### src/design/aarm_pkg.sv
// Shared constants, types and helper functions for the axis-angle rotation matrix block.
package aarm_pkg;

  localparam int CORDIC_STEPS = 16;
  localparam int AXIS_W       = 16;
  localparam int ANGLE_W      = 24;
  localparam int ENTRY_W      = 18;
  localparam int QUEUE_DEPTH  = 4;
  localparam int QPTR_W       = $clog2(QUEUE_DEPTH);

  localparam int FULL_TURN    = 92160;
  localparam int HALF_TURN    = 46080;
  localparam int QUARTER_TURN = 23040;

  // brings any 24-bit angle to a nonnegative 25-bit value, 92 full turns
  localparam logic [24:0] ANGLE_BIAS   = 25'd8478720;
  localparam logic [26:0] RAD_PER_UNIT = 27'd74961319;
  localparam logic signed [32:0] CORDIC_GAIN = 33'sd652032874;

  localparam logic signed [22:0] ENTRY_MAX = 23'sd131071;
  localparam logic signed [22:0] ENTRY_MIN = -23'sd131072;

  typedef struct packed {
    logic signed [AXIS_W-1:0] axis_x;
    logic signed [AXIS_W-1:0] axis_y;
    logic signed [AXIS_W-1:0] axis_z;
    logic signed [31:0]       z;
    logic                     flip;
  } req_t;

  typedef struct packed {
    logic signed [32:0]       x;
    logic signed [32:0]       y;
    logic signed [32:0]       z;
    logic signed [AXIS_W-1:0] axis_x;
    logic signed [AXIS_W-1:0] axis_y;
    logic signed [AXIS_W-1:0] axis_z;
    logic                     flip;
  } cord_t;

  function automatic logic signed [32:0] atan_q30(input int i);
    logic signed [32:0] t;
    unique case (i)
      0: t = 33'sd843314857;
      1: t = 33'sd497837829;
      2: t = 33'sd263043837;
      3: t = 33'sd133525159;
      4: t = 33'sd67021687;
      5: t = 33'sd33543516;
      6: t = 33'sd16775851;
      7: t = 33'sd8388437;
      8: t = 33'sd4194283;
      9: t = 33'sd2097149;
      default: t = 33'sd1 <<< (30 - i);
    endcase
    return t;
  endfunction

  function automatic cord_t cordic_step(input cord_t s, input int i);
    cord_t r;
    r = s;
    if (s.z >= 0) begin
      r.x = s.x - (s.y >>> i);
      r.y = s.y + (s.x >>> i);
      r.z = s.z - atan_q30(i);
    end else begin
      r.x = s.x + (s.y >>> i);
      r.y = s.y - (s.x >>> i);
      r.z = s.z + atan_q30(i);
    end
    return r;
  endfunction

  function automatic logic signed [ENTRY_W:0] entry_sat(input logic signed [53:0] q);
    logic signed [53:0] sum;
    logic signed [22:0] r;
    logic               sat;
    logic signed [ENTRY_W-1:0] v;
    sum = q + 54'sd536870912;
    r   = 23'(sum >>> 30);
    sat = 1'b0;
    if (r > ENTRY_MAX) begin
      v = ENTRY_W'(ENTRY_MAX);
      sat = 1'b1;
    end else if (r < ENTRY_MIN) begin
      v = ENTRY_W'(ENTRY_MIN);
      sat = 1'b1;
    end else begin
      v = ENTRY_W'(r);
    end
    return {sat, v};
  endfunction

endpackage

### src/design/aarm_queue.sv
// Short request queue between the front and back ends.
module aarm_queue import aarm_pkg::*; (
  input  logic clk,
  input  logic rst,
  input  logic push,
  input  req_t push_data,
  output logic not_full,
  input  logic pop,
  output logic not_empty,
  output req_t pop_data
);

  req_t              mem [QUEUE_DEPTH];
  logic [QPTR_W-1:0] wr_ptr;
  logic [QPTR_W-1:0] rd_ptr;
  logic [QPTR_W:0]   count;

  assign not_full  = count != (QPTR_W+1)'(QUEUE_DEPTH);
  assign not_empty = count != '0;
  assign pop_data  = mem[rd_ptr];

  always_ff @(posedge clk) begin
    if (rst) begin
      wr_ptr <= '0;
      rd_ptr <= '0;
      count  <= '0;
    end else begin
      if (push) wr_ptr <= wr_ptr + 1'b1;
      if (pop)  rd_ptr <= rd_ptr + 1'b1;
      if (push && !pop) count <= count + 1'b1;
      else if (pop && !push) count <= count - 1'b1;
    end
  end

  always_ff @(posedge clk) begin
    if (push) mem[wr_ptr] <= push_data;
  end

  a_cnt_bound: assert property (@(posedge clk) disable iff (rst)
    count <= (QPTR_W+1)'(QUEUE_DEPTH)) else $error("queue count overflow");
  a_cnt_inc: assert property (@(posedge clk) disable iff (rst)
    push && !pop |=> count == $past(count) + 1'b1) else $error("queue count not incremented");
  a_cnt_dec: assert property (@(posedge clk) disable iff (rst)
    pop && !push |=> count == $past(count) - 1'b1) else $error("queue count not decremented");

endmodule

### config.mk
export PLATFORM = sky130hd
export DESIGN_NAME = aarm_queue
export DESIGN_NICKNAME = d
export VERILOG_FILES = /design/src/design/aarm_pkg.sv /design/src/design/aarm_queue.sv
export SDC_FILE = /design/constraint.sdc
export NUM_CORES = 1
export LEC_CHECK = 0
export BUFFER_PORTS_ARGS = -buffer_cell sky130_fd_sc_hd__clkbuf_2
export CORE_MARGIN = 2
export CORE_UTILIZATION = 51
export DETAILED_ROUTE_END_ITERATION = 10
export PLACE_DENSITY = 0.75
export SYNTH_ARGS = -nofsm -noshare
export SYNTH_HDL_FRONTEND = slang
export SYNTH_SLANG_ARGS = --single-unit
### constraint.sdc
create_clock -name clk -period 3.02 [get_ports clk]
set_input_delay 0.151 -clock clk [delete_from_list [all_inputs] [get_ports clk]]
set_output_delay 0.151 -clock clk [all_outputs]
set_load 0.1 [all_outputs]
# Word level (Yosys, flattened, before mapping)
# Memory sizes are Yosys's and may differ from the RTL's. A register that Yosys moved wholly into a read port is not among the register bits.
# Index checks and enable logic that the tools add are counted.
word_totals:
  ramBits: 324
  mem_count: 1
  input_bits: 85
  out_inout_bits: 83
  register_bits: 7
mem_list:
  columns: ["name", "words", "word_bits", "read_ports", "rd_ports_with_merged_regs", "write_ports", "line", "source"]
  rows:
  - ["mem", 4, 81, 1, 1, 1, "aarm_queue.sv:13", "req_t mem [QUEUE_DEPTH];"]
op_classes:
  n_eq_ne: 1
  muxes: 6
  add_sub_neg: 4
  n_reduce_logical: 6
op_table:
  columns: ["op", "n"]
  rows:
  - ["$mux W3", 2]
  - ["$add A2 B1 Y2 const B", 2]
  - ["$mux W2", 2]
  - ["$add A3 B1 Y3 const B", 1]
  - ["$ne A3 B3 Y1 const B", 1]
  - ["$reduce_bool A3 Y1", 1]
  - ["$sub A3 B1 Y3 const B", 1]
  - ["$logic_and A1 B1 Y1", 2]
  - ["$logic_not A1 Y1", 2]
  - ["$mux W1", 2]
  - ["$reduce_bool A2 Y1", 1]

# Logic depth before layout (Yosys ltp)
depth:
  depth_word: 4
  mapped_depth: 7
  mapped_depth_nobuf: 7

# Worst setup path after synthesis
# OpenSTA, ideal clock, no wires.
synth_timing:
  path_type: "register -> register"
  start: "register wr_ptr[0]"
  end: "memory mem[0][0] (netlist name), enable pin"
  slack_ns: 0.144
  path_stages_with_launch: 4
  t_arrival_ns: 2.428
  period_less_slack_ns: 2.876
  t_required_ns: 2.572
  path_buffers: 0
  path_cell_list: "dfxtp_1 -> inv_1 -> ha_1 -> and2_1"
synth_rtl:
  columns: ["item", "line", "source"]
  rows:
  - ["from (decl)", "aarm_queue.sv:14", "logic [QPTR_W-1:0] wr_ptr;"]
  - ["from (signal assigned)", "aarm_queue.sv:28", "if (push) wr_ptr <= wr_ptr + 1'b1;"]
  - ["to (decl)", "aarm_queue.sv:13", null]
# Straight into the memory's write port.

==> qor.yml <==
critical_path:
  worstSetupPathType: "reg -> out"
  start_kind: "register"
  rr_worst_depth: 3
  critical_path.endpoint_type: "primary output"
  worstPathMaxFanout: 14
  worstPathArrival_ps: 2340
  required_ps: 2870
synth:
  yosys-top-cells-area: "edfxtp_1 80%, mux4_2 15%, dfxtp_1 1.5%"
  synth_area_sq_um: 12200
  synth_cell_types: 19
  avgSynthCellArea_sq_um: 26.1
  syn_inst: 468
  yosys.area.top_type: "edfxtp_1"
  seq_area_frac_synth: 0.812
  syn_nets: 559
  yosysWarnings: 0
  synth-seq-cells: 333
  synth_top_area_frac: 0.798
power:
  pwr-share-comb: 0.192
  seqPwrFrac: 0.465
  power_leakage_nw: 5.25
  power-per-cell-area_nw_per_um2: 758
  p_sw_frac: 0.293
  switching_power_mw: 3.40
  vdd_drop_max_v: 0.000532
  pwr-share-clk: 0.343
  p_int_mw: 8.19
floorplan:
  start_util: 0.520
  top_level_ports: 168
  floorplan.core_area_sq_um: 23500
  die_area_sq_um: 25200
  die_w_microns: 159
  die_h_microns: 159
  row_count: 56
clocking:
  cts_made_buffers: 34
  cts_resized: 0
  cts.path.max_buffers: 3
  clk_pin_slew_worst_paths_ps: 60
  cts_tree: "yes"
  clk_latency_ps: 500
  cts_num_sinks: 333
  clockRootBuffer: "clkbuf_16"
  htree_levels: 2
timing:
  maxSlewViolCount: 0
  tightestPinTransition_ps: 590
  clock_skew_ps: 21.3
  fin_crit_sh: 0.825
  slew_headroom: 0.607
  hold_viol: 0
  fmax_mhz: 401
  setup_viol: 0
  min_period_ps: 2490
  grt_setup_unrepaired: "false"
  fin_tns_setup_ps: 0
layout:
  syn_to_final_growth_pct: 25.2
  nets: 835
  nFillCells: 1547
  finalCoreUtilization: 0.651
  stdcell_area_sq_um: 15300
  drive_above_1_share: 0.399
  final_cells: 1087
route:
  postRouteAntennaNets: 0
  drc: 0
  post_drt_wl_per_cell_microns: 20.4
  drt-total-wl_microns: 22100
  vias: 5720
  dr.pass1.iters: 6
  viasPerCell: 5.26
  initialDrtViolationCount: 451
placed_design:
  place_inst: 944
  place.detailed.hpwl_microns: 12800
  post_dp_cell_area_sq_um: 13400
  gp_congestion: 0.676
  port_buffers: 167
grt:
  grt_max_degree: 47
  grtUsageMet3: 0.0414
  grt_overflow: 0
  grt_pass1_vias: 6099
  grt_use_met2: 0.296
  grt_usage: 0.178
  grt_pass1_wl_microns: 33200
  met1_usage: 0.236
  antenna_found_initial: 3
  busiest_layer: "met2"
min_path:
  hp-class: "in -> reg"
  holdPathStages: 3
outcome:
  outcome: "complete, no violations"
flow_run:
  drv_cap: 0
metrics by stage:
| stage | hold WS, ps | worst slack (ps) | power [mW] |
|---|---|---|---|
| 2_1_floorplan | 250 | 144 | 7.29 |
| 3_3_place_gp | 362 | 1010 | 7.61 |
| 3_5_place_dp | 374 | 1000 | 7.65 |
| 4_1_cts | 76.8 | 470 | 11.7 |
| 5_1_grt | 106 | 409 | 11.9 |
| 6_report | 85.2 | 529 | 11.6 |
area by class of cell:
cell class | count | area [sq um] | share of cell area
clock inverters | 17 | 155 | 0.0102
repair buffers | 259 | 1820 | 0.119
multi-input cells | 112 | 2070 | 0.135
flip-flops and latches | 333 | 9920 | 0.649
well taps | 319 | 399 | 0.0261
clock buffers | 42 | 902 | 0.0590
diodes | 1 | 2.50 | 0.000164
inverters | 4 | 15.0 | 0.000983
registers in the layout, summed over array words and instances (netlist names), named ones only:
register	flops
rd_ptr	2
mem	324
count	3
wr_ptr	2
cell usage in the layout, fill, tap and decap left out, types with 2 or more instances in the layout:
cell           Yosys  routed
and2_4             0       4
buf_12             8       7
buf_4              0       2
bufinv_16          0       3
clkbuf_1           2       7
clkbuf_16          0      35
clkbuf_2           0     167
clkinv_1           0       9
clkinv_2           0       3
dfxtp_1            9       7
dfxtp_4            0       2
dlygate4sd3_1      0      83
edfxtp_1         324     324
ha_1               5       5
inv_1              4       4
mux2i_1            2       2
mux4_2            81      81
nand2_1            2       2
nor2_1             8       8
or3_1              2       2
xnor2_1            2       2
xor2_1             3       3
worst paths after layout:
path                                             start                endpoint  slack (ps)
worst max-delay path                          register            pop_data[76]         530
worst min-delay path                              push  wr_ptr[1]$_SDFFE_PP0P_          90
worst max register to register  wr_ptr[0]$_SDFFE_PP0P_    mem[3][75]$_DFFE_PP_        1210
worst min register to register  rd_ptr[0]$_SDFFE_PP0P_  rd_ptr[0]$_SDFFE_PP0P_         540
Yosys cell counts:
| cell | instances |
|---|---|
| ha_1 | 5 |
| clkbuf_1 | 2 |
| inv_1 | 4 |
| mux2i_1 | 2 |
| xor2_1 | 3 |
| and2_1 | 4 |
| dfxtp_1 | 9 |
| buf_2 | 8 |
| or3_1 | 2 |
| edfxtp_1 | 324 |
| xnor2_1 | 2 |
| a21oi_1 | 1 |
| o21ai_0 | 1 |
| fa_1 | 1 |
| buf_12 | 8 |
| nand2_1 | 2 |
| buf_6 | 1 |
| mux4_2 | 81 |
| nor2_1 | 8 |
kinds of logic after synthesis:
| group | share of synthesized area |
|---|---|
| DFF | 0.812 |
| muxes | 0.151 |
| buffers and inverters | 0.0192 |
| and+or+nand+nor | 0.00615 |
| adders and majority gates | 0.00677 |
| xor gates and xnor gates | 0.00359 |
| AOI/OAI and AO/OA | 0.000820 |
critical path, stage by stage (launching register included):
cell and delay [ps]:
dfxtp_4 520, buf_4 350, mux4_2 560, clkbuf_2 390
routing by layer:
metal	vias to the layer above	routed length [microns]	part of all wire
met1	2972	9280	0.42
li1	2553	-	-
met4	4	440	0.020
met3	37	1090	0.049
met2	154	11300	0.51
met5	-	27	0.0012
power by group through the flow:
stage	logic [mW]	registers (mW)	clock network, mW
CTS	2.25	5.39	4.06
detailed placement	2.16	5.49	0
floorplan	1.83	5.45	0
global placement	2.14	5.47	0
finish	2.23	5.39	3.97
global route	2.31	5.40	4.23
timing repair:
item                       in CTS  in global routing
setup endpoints to repair       0                  0
setup buffers                   0                  0
hold buffers                   83                  0
hold endpoints to repair      333                  0
Note: power is estimated with default switching activity, not from simulation.
