File: src/design/aarm_pkg.sv
// Shared constants, types and helper functions for the axis-angle rotation matrix block.
package aarm_pkg;

  localparam int CORDIC_STEPS = 16;
  localparam int AXIS_W       = 16;
  localparam int ANGLE_W      = 24;
  localparam int ENTRY_W      = 18;
  localparam int QUEUE_DEPTH  = 4;
  localparam int QPTR_W       = $clog2(QUEUE_DEPTH);

  localparam int FULL_TURN    = 92160;
  localparam int HALF_TURN    = 46080;
  localparam int QUARTER_TURN = 23040;

  // brings any 24-bit angle to a nonnegative 25-bit value, 92 full turns
  localparam logic [24:0] ANGLE_BIAS   = 25'd8478720;
  localparam logic [26:0] RAD_PER_UNIT = 27'd74961319;
  localparam logic signed [32:0] CORDIC_GAIN = 33'sd652032874;

  localparam logic signed [22:0] ENTRY_MAX = 23'sd131071;
  localparam logic signed [22:0] ENTRY_MIN = -23'sd131072;

  typedef struct packed {
    logic signed [AXIS_W-1:0] axis_x;
    logic signed [AXIS_W-1:0] axis_y;
    logic signed [AXIS_W-1:0] axis_z;
    logic signed [31:0]       z;
    logic                     flip;
  } req_t;

  typedef struct packed {
    logic signed [32:0]       x;
    logic signed [32:0]       y;
    logic signed [32:0]       z;
    logic signed [AXIS_W-1:0] axis_x;
    logic signed [AXIS_W-1:0] axis_y;
    logic signed [AXIS_W-1:0] axis_z;
    logic                     flip;
  } cord_t;

  function automatic logic signed [32:0] atan_q30(input int i);
    logic signed [32:0] t;
    unique case (i)
      0: t = 33'sd843314857;
      1: t = 33'sd497837829;
      2: t = 33'sd263043837;
      3: t = 33'sd133525159;
      4: t = 33'sd67021687;
      5: t = 33'sd33543516;
      6: t = 33'sd16775851;
      7: t = 33'sd8388437;
      8: t = 33'sd4194283;
      9: t = 33'sd2097149;
      default: t = 33'sd1 <<< (30 - i);
    endcase
    return t;
  endfunction

  function automatic cord_t cordic_step(input cord_t s, input int i);
    cord_t r;
    r = s;
    if (s.z >= 0) begin
      r.x = s.x - (s.y >>> i);
      r.y = s.y + (s.x >>> i);
      r.z = s.z - atan_q30(i);
    end else begin
      r.x = s.x + (s.y >>> i);
      r.y = s.y - (s.x >>> i);
      r.z = s.z + atan_q30(i);
    end
    return r;
  endfunction

  function automatic logic signed [ENTRY_W:0] entry_sat(input logic signed [53:0] q);
    logic signed [53:0] sum;
    logic signed [22:0] r;
    logic               sat;
    logic signed [ENTRY_W-1:0] v;
    sum = q + 54'sd536870912;
    r   = 23'(sum >>> 30);
    sat = 1'b0;
    if (r > ENTRY_MAX) begin
      v = ENTRY_W'(ENTRY_MAX);
      sat = 1'b1;
    end else if (r < ENTRY_MIN) begin
      v = ENTRY_W'(ENTRY_MIN);
      sat = 1'b1;
    end else begin
      v = ENTRY_W'(r);
    end
    return {sat, v};
  endfunction

endpackage

File: src/design/aarm_front.sv
// Front end: accepts requests, reduces and folds the angle, converts it to radians.
module aarm_front import aarm_pkg::*; (
  input  logic                     clk,
  input  logic                     rst,
  input  logic                     in_valid,
  output logic                     in_ready,
  input  logic signed [AXIS_W-1:0] axis_x,
  input  logic signed [AXIS_W-1:0] axis_y,
  input  logic signed [AXIS_W-1:0] axis_z,
  input  logic signed [ANGLE_W-1:0] angle_deg,
  output logic                     push,
  input  logic                     q_ready,
  output req_t                     push_data
);

  logic [5:0] vld;
  logic       en;

  logic signed [AXIS_W-1:0] ax [6];
  logic signed [AXIS_W-1:0] ay [6];
  logic signed [AXIS_W-1:0] az [6];

  logic [24:0] u1;
  logic [20:0] u2;
  logic [16:0] m3;
  logic [14:0] mag4;
  logic        neg4, neg5;
  logic        flip4, flip5, flip6;
  logic [41:0] prod5;
  logic signed [31:0] z6;

  logic [24:0] r2;
  logic [20:0] r3;
  logic signed [17:0] d4;
  logic        flip_c;
  logic [31:0] zmag;
  logic signed [24:0] ang_ext;

  assign en       = !(vld[5] && !q_ready);
  assign in_ready = en;
  assign push     = vld[5] && q_ready;
  assign ang_ext  = 25'(angle_deg);

  always_comb begin
    r2 = u1;
    for (int k = 7; k >= 4; k--) begin
      if (r2 >= 25'(FULL_TURN << k)) r2 = r2 - 25'(FULL_TURN << k);
    end
    r3 = u2;
    for (int k = 3; k >= 0; k--) begin
      if (r3 >= 21'(FULL_TURN << k)) r3 = r3 - 21'(FULL_TURN << k);
    end
  end

  always_comb begin
    flip_c = 1'b0;
    if (m3 > 17'(QUARTER_TURN) && m3 < 17'(FULL_TURN - QUARTER_TURN)) begin
      d4 = signed'({1'b0, m3}) - 18'sd46080;
      flip_c = 1'b1;
    end else if (m3 >= 17'(FULL_TURN - QUARTER_TURN)) begin
      d4 = signed'({1'b0, m3}) - 18'sd92160;
    end else begin
      d4 = signed'({1'b0, m3});
    end
  end

  assign zmag = 32'((prod5 + 42'd512) >> 10);

  always_ff @(posedge clk) begin
    if (rst) begin
      vld <= '0;
    end else if (en) begin
      vld <= {vld[4:0], in_valid};
    end
  end

  always_ff @(posedge clk) begin
    if (en) begin
      u1    <= unsigned'(ang_ext) + ANGLE_BIAS;
      ax[0] <= axis_x;
      ay[0] <= axis_y;
      az[0] <= axis_z;
      for (int k = 1; k < 6; k++) begin
        ax[k] <= ax[k-1];
        ay[k] <= ay[k-1];
        az[k] <= az[k-1];
      end
      u2    <= r2[20:0];
      m3    <= r3[16:0];
      mag4  <= d4[17] ? 15'(-d4) : 15'(d4);
      neg4  <= d4[17];
      flip4 <= flip_c;
      prod5 <= 42'(mag4) * 42'(RAD_PER_UNIT);
      neg5  <= neg4;
      flip5 <= flip4;
      z6    <= neg5 ? -signed'(zmag) : signed'(zmag);
      flip6 <= flip5;
    end
  end

  assign push_data = '{axis_x: ax[5], axis_y: ay[5], axis_z: az[5], z: z6, flip: flip6};

endmodule

File: config.mk
export PLATFORM = sky130hd
export DESIGN_NAME = aarm_front
export DESIGN_NICKNAME = d
export VERILOG_FILES = /design/src/design/aarm_pkg.sv /design/src/design/aarm_front.sv
export SDC_FILE = /design/constraint.sdc
export NUM_CORES = 1
export LEC_CHECK = 0
export CORE_MARGIN = 10
export CORE_UTILIZATION = 60
export DETAILED_ROUTE_END_ITERATION = 10
export DONT_BUFFER_PORTS = 1
export HOLD_SLACK_MARGIN = 0.1
export PLACE_DENSITY = 0.76
export SYNTH_ARGS = -nofsm -noshare
export SYNTH_HDL_FRONTEND = slang
export SYNTH_SLANG_ARGS = --single-unit
File: constraint.sdc
create_clock -name clk -period 19.1 [get_ports clk]
set_input_delay 2.865 -clock clk [delete_from_list [all_inputs] [get_ports clk]]
set_output_delay 2.865 -clock clk [all_outputs]
set_load 0.01 [all_outputs]
---- After elaboration in Yosys (flattened, before gate mapping) ----
Memory sizes are Yosys's and may differ from the RTL's.
Index checks and enable logic that the tools add are counted.
storage, ports and cells
  bits in registers ....................... 163
  bits in latches ......................... 0
  bits in writable memories ............... 288
  ROM bits ................................ 0
  output and inout bits ................... 83
  logic and storage cells ................. 60
  memories kept ........................... 3
memory list
  memory  depth  bits a word  read ports  clocked after memory_dff  wr ports  line              RTL
  ax      6      16           6           0                         6         aarm_front.sv:19  logic signed [AXIS_W-1:0] ax [6];
  ay      6      16           6           0                         6         aarm_front.sv:20  logic signed [AXIS_W-1:0] ay [6];
  az      6      16           6           0                         6         aarm_front.sv:21  logic signed [AXIS_W-1:0] az [6];
cells by class
  $add $sub $neg .......................... 14
  multiply operators ...................... 1
  divide/modulo/power cells ............... 0
  order comparisons ....................... 11
  equal/unequal tests ..................... 0
  shift-type cells ........................ 0
  multiplexer cells ....................... 14
  bitwise operators ....................... 0
  reductions and logical operators ........ 5
operator list
  cell                                                                      number
  21-bit 2-to-1 mux                                                         4
  25-bit 2-to-1 mux                                                         3
  42-bit by 10-bit adder with 42-bit output (second input constant)         1
  15-bit by 27-bit multiplier with 42-bit output (second input constant)    1
  18-bit 2-to-1 mux                                                         2
  32-bit 2-to-1 mux                                                         1
  32-bit negator                                                            1
  25-bit by 24-bit adder with 25-bit output (second input constant)         1
  25-bit by 21-bit >= comparator with 1-bit output (second input constant)  1
  25-bit by 22-bit >= comparator with 1-bit output (second input constant)  1
  25-bit by 23-bit >= comparator with 1-bit output (second input constant)  1
  25-bit by 24-bit >= comparator with 1-bit output (second input constant)  1
  25-bit by 22-bit subtractor with 25-bit output (second input constant)    1
  25-bit by 23-bit subtractor with 25-bit output (second input constant)    1
  25-bit by 24-bit subtractor with 25-bit output (second input constant)    1
  21-bit by 17-bit >= comparator with 1-bit output (second input constant)  1
  21-bit by 18-bit >= comparator with 1-bit output (second input constant)  1
  21-bit by 19-bit >= comparator with 1-bit output (second input constant)  1
  21-bit by 20-bit >= comparator with 1-bit output (second input constant)  1
  21-bit by 18-bit subtractor with 21-bit output (second input constant)    1
  21-bit by 19-bit subtractor with 21-bit output (second input constant)    1
  21-bit by 20-bit subtractor with 21-bit output (second input constant)    1
  21-bit subtractor (second input constant)                                 1
  17-bit by 16-bit subtractor with 18-bit output (second input constant)    1
  other kinds (11)                                                          15

---- Longest topological paths before layout ----
  word-level depth ........................ 8
  gate-level depth with buffers ........... 25
  depth with buffers taken out ............ 25

---- Least setup slack after synthesis ----
No wires, ideal clock.
  path type ............................... input to output
  start ................................... input port q_ready
  end ..................................... output port in_ready
  arrival ................................. 11.549 ns
  path slack .............................. 4.686 ns
  cell stages on the path ................. 3
  buffers on the path ..................... 1
  path through ............................ nor2b_1 > clkbuf_1 > inv_1
between the ends
  longest elaborated chain between the ends .. 3
RTL lines
  what               line              RTL
  start, declared    aarm_front.sv:12  input logic q_ready,
  1-bit logical NOT  aarm_front.sv:39  assign en = !(vld[5] && !q_ready);
  1-bit logical AND  aarm_front.sv:39
  1-bit logical NOT  aarm_front.sv:39
  end, declared      aarm_front.sv:6   output logic in_ready,
Every way passes these cells.

---- Worst setup path in the final report ----
Ends and elaborated chain as after synthesis.

==> impl_results.md <==
* Outcome: finished clean
* Fin area at 26300 um^2
* Ant. Diodes at 0
* Critical path required time at around 16 ns
* Crit Path Max Fanout at a little under 60
* Largest family of logic cells by synthesized area: adder cells
* CP max-delay cell: nor2b_1
* Seq/Total Area, Yosys at 0.543
* Crit path buffers/inverters at 1
* CTS tree: done
* DRT Pass-1 Iters at 5
* Fin crit share at 0.356
* Total grt overflow at 0
* Worst skew pair latency at about 0.57 ns
* Syn Inst Count at around 1800
* DR WL/cell at 18.1 um
* Yosys reg bits at roughly 440
* Fin Setup TNS at 0 ns
* Die height at 221 um
* Iteration-0 DRC Markers at between 1000 and 1500
* Number of synthesized flops with an enable pin at 436
* Initial antenna violation count at 0
* Initial Utilization at 0.610
* Top post-synthesis cells by area: edfxtp_1 54%, fa_1 11%, ha_1 8.8%, inv_1 4.0%, xnor2_1 3.3%
* Resized cells post-CTS at 0
* Die area at ~49000 um^2
* Synthesized-area fraction occupied by adder cells at 0.197
* Area after DPL at ~25000 um^2
* Via count at between 10000 and 15000
* CTS root buffer: clkbuf_16
* Drt drc at 0
* Crit path launch type: primary input
* RR Startpoint: mag4[13]
* Largest net degree at the start of global routing at between 200 and 250
* Worst hold-check path type: flip-flop to flip-flop
* Synth Area in Compound Gates at 0.0806
* Synth Area in Simple Gates at 0.0747
* Inserted Clock Buffers at between 40 and 50
* HPWL Detailed at roughly 33000 um
* Synthesized area at between 20000 and 25000 um^2
* Critical path class: primary input to output pin
* Rel. slew slack at 0.295
* Final clock skew at roughly 0.023 ns
* Port Buf Inserts at 0
* Slew @ Worst Pin at roughly 1.1 ns
* GR Util All Layers at 0.178
* RePlAce Congestion at 0.971
* DRT Wirelength at 43700 um
* Unrepaired setup endpoints after global routing: no
* Crit end category: output pin
* Cell Chain, Critical Path: nor2b_1 > inv_8
* Hold_buf cts at 0
* Multiplexer area fraction after synthesis at 0.0107
* H-tree depth at 2
* Synth Area in XOR/XNOR at 0.0475
* Vias in the first global route at 13662
* Max incr delay on CP at ~0.67 ns
* CTS clk-pin slew, worst paths at roughly 0.06 ns
* Period minus WS final at a little under 7 ns
* Crit-path leading delay family: simple AND/OR/NAND/NOR gates
* Core ar. at 39900 um^2
* Synth Warn # at 0
* Boundary Pins at approximately 160
* Achievable Freq at between 0.1 and 0.15 GHz
* Final hold vios at 0
* Fin nets at between 2000 and 2500
* Post-CTS setup repair buffer count at 0
* Avg Vias per Cell at 5.56
* Post-synth top area share at 0.538
* Syn Nets at between 2000 and 2500
* Die X at 221 um
* Synth area leader: edfxtp_1
* Routed Antenna Nets at 0
* Hold_sp: az[1][8]
* Final setup vio count at 0
* Cell Rows at 73
* Most used flip-flop cell after synthesis: edfxtp_1
* Synth-to-Final Area Change at 8.19%
* Syn avg cell area at 13.2 um^2
* Clk sinks at ~440
* Layout cells sized above 1 at 0.0677
* Final slew viol count at 0
* Ys async rst share at 0
* Critical path arrival at 3.93 ns
* MaxCap Viol Count at 0
* Critical path launch point: q_ready
* Unique masters post-synth at 94
* First-pass GRT wire length at just over 70000 um
* Worst Setup Slack post-DPL at 12.29 ns
* Fillers at roughly 2800
* Clock tree buffer depth at 3
* Setup ws final at about 12 ns
==> layer usage <==
layer,global-route usage,vias to the layer above,wire length (um)
met5,0,-,0
li1,-,6548,-
met1,0.218,6534,18200
met4,0.0557,0,1060
met2,0.316,300,22700
met3,0.0290,68,1770
==> flip-flops by register name, indices dropped and copies added (netlist names), 6 cells and up <==
signal,count
ax,96
ay,96
az,96
m3,17
mag4,15
prod5,33
u1,25
u2,21
vld,6
z6,32
==> cells in the final DEF (no fill, tap or decap), types with 8 or more instances in the layout <==
cell / n
clkinv_1: 8
inv_1: 261
nand3_1: 34
or3_1: 11
nor2_1: 85
nand2b_1: 14
ha_1: 171
and3_1: 8
a31oi_1: 15
nor3_1: 33
a211oi_1: 10
nor4_1: 15
nand4_1: 13
fa_1: 132
a21oi_1: 62
nand2_1: 78
a21o_1: 17
nor2b_1: 10
clkbuf_16: 45
o211ai_1: 10
o21a_1: 19
o21ai_0: 63
xnor2_1: 91
edfxtp_1: 436
o31ai_1: 12
xor2_1: 39
and2_1: 12
or2_2: 13
mux2i_1: 13
clkinv_2: 11
==> through the flow <==
step,util,cells,hold slack [ns]
2_1_floorplan,-,1838,0.400
3_3_place_gp,0.624,2335,0.400
3_5_place_dp,0.624,2335,0.405
4_1_cts,0.660,2417,0.411
5_1_grt,0.660,2417,0.415
6_report,0.660,2417,0.411
==> final timing paths <==
path / depth (start not counted) / slack, ns / endpoint
worst max-delay path: 2 / 12.30 / in_ready
worst min-delay path: 0 / 0.41 / az[2][8]
worst max register to register: 23 / 12.31 / prod5[41]
worst min register to register: 0 / 0.41 / az[2][8]
==> kinds of logic (layout without fill, tap and decap cells) <==
| kind of cell | count (synthesis) | after routing |
|---|---|---|
| compound gates | 285 | 285 |
| xor+xnor | 131 | 131 |
| buf+inv | 296 | 350 |
| fa+ha+maj | 303 | 303 |
| flops | 442 | 442 |
| mux | 23 | 23 |
| simple gates | 358 | 358 |
==> area by class of cell <==
type	count	area (um^2)	area share
Sequential cell	442	13200	0.502
Multi-Input combinational cell	1100	9980	0.379
Clock buffer	51	1150	0.0436
Inverter	263	995	0.0378
Tap cell	525	657	0.0249
Clock inverter	31	290	0.0110
Timing Repair Buffer	5	50.0	0.00190
==> Yosys cell counts, types with 20 or more instances <==
cell and n:
edfxtp_1 436, inv_1 262, ha_1 171, fa_1 132, xnor2_1 91, nor2_1 85
nand2_1 78, o21ai_0 63, a21oi_1 62, xor2_1 39, nand3_1 34, nor3_1 33
clkbuf_1 20
==> worst reg2reg max path: stages, from the launching register on <==
cell      delay (ns)
edfxtp_1        0.57
fa_1            0.74
inv_1           0.13
fa_1            0.44
fa_1            0.45
fa_1            0.52
inv_1           0.06
fa_1            0.53
inv_1           0.05
fa_1            0.41
inv_1           0.08
ha_1            0.27
a21o_1          0.21
a21o_1          0.18
a21oi_1         0.26
nor2_1          0.09
a211oi_1        0.24
or2_2           0.19
nand3_1         0.14
a211oi_1        0.37
nand2b_1        0.19
o21ai_0         0.15
a21oi_1         0.20
xnor2_1         0.08
Power is left out: the tool's default activity adds up to more than one toggle a clock period on the data nets, which glitch-free logic cannot reach.
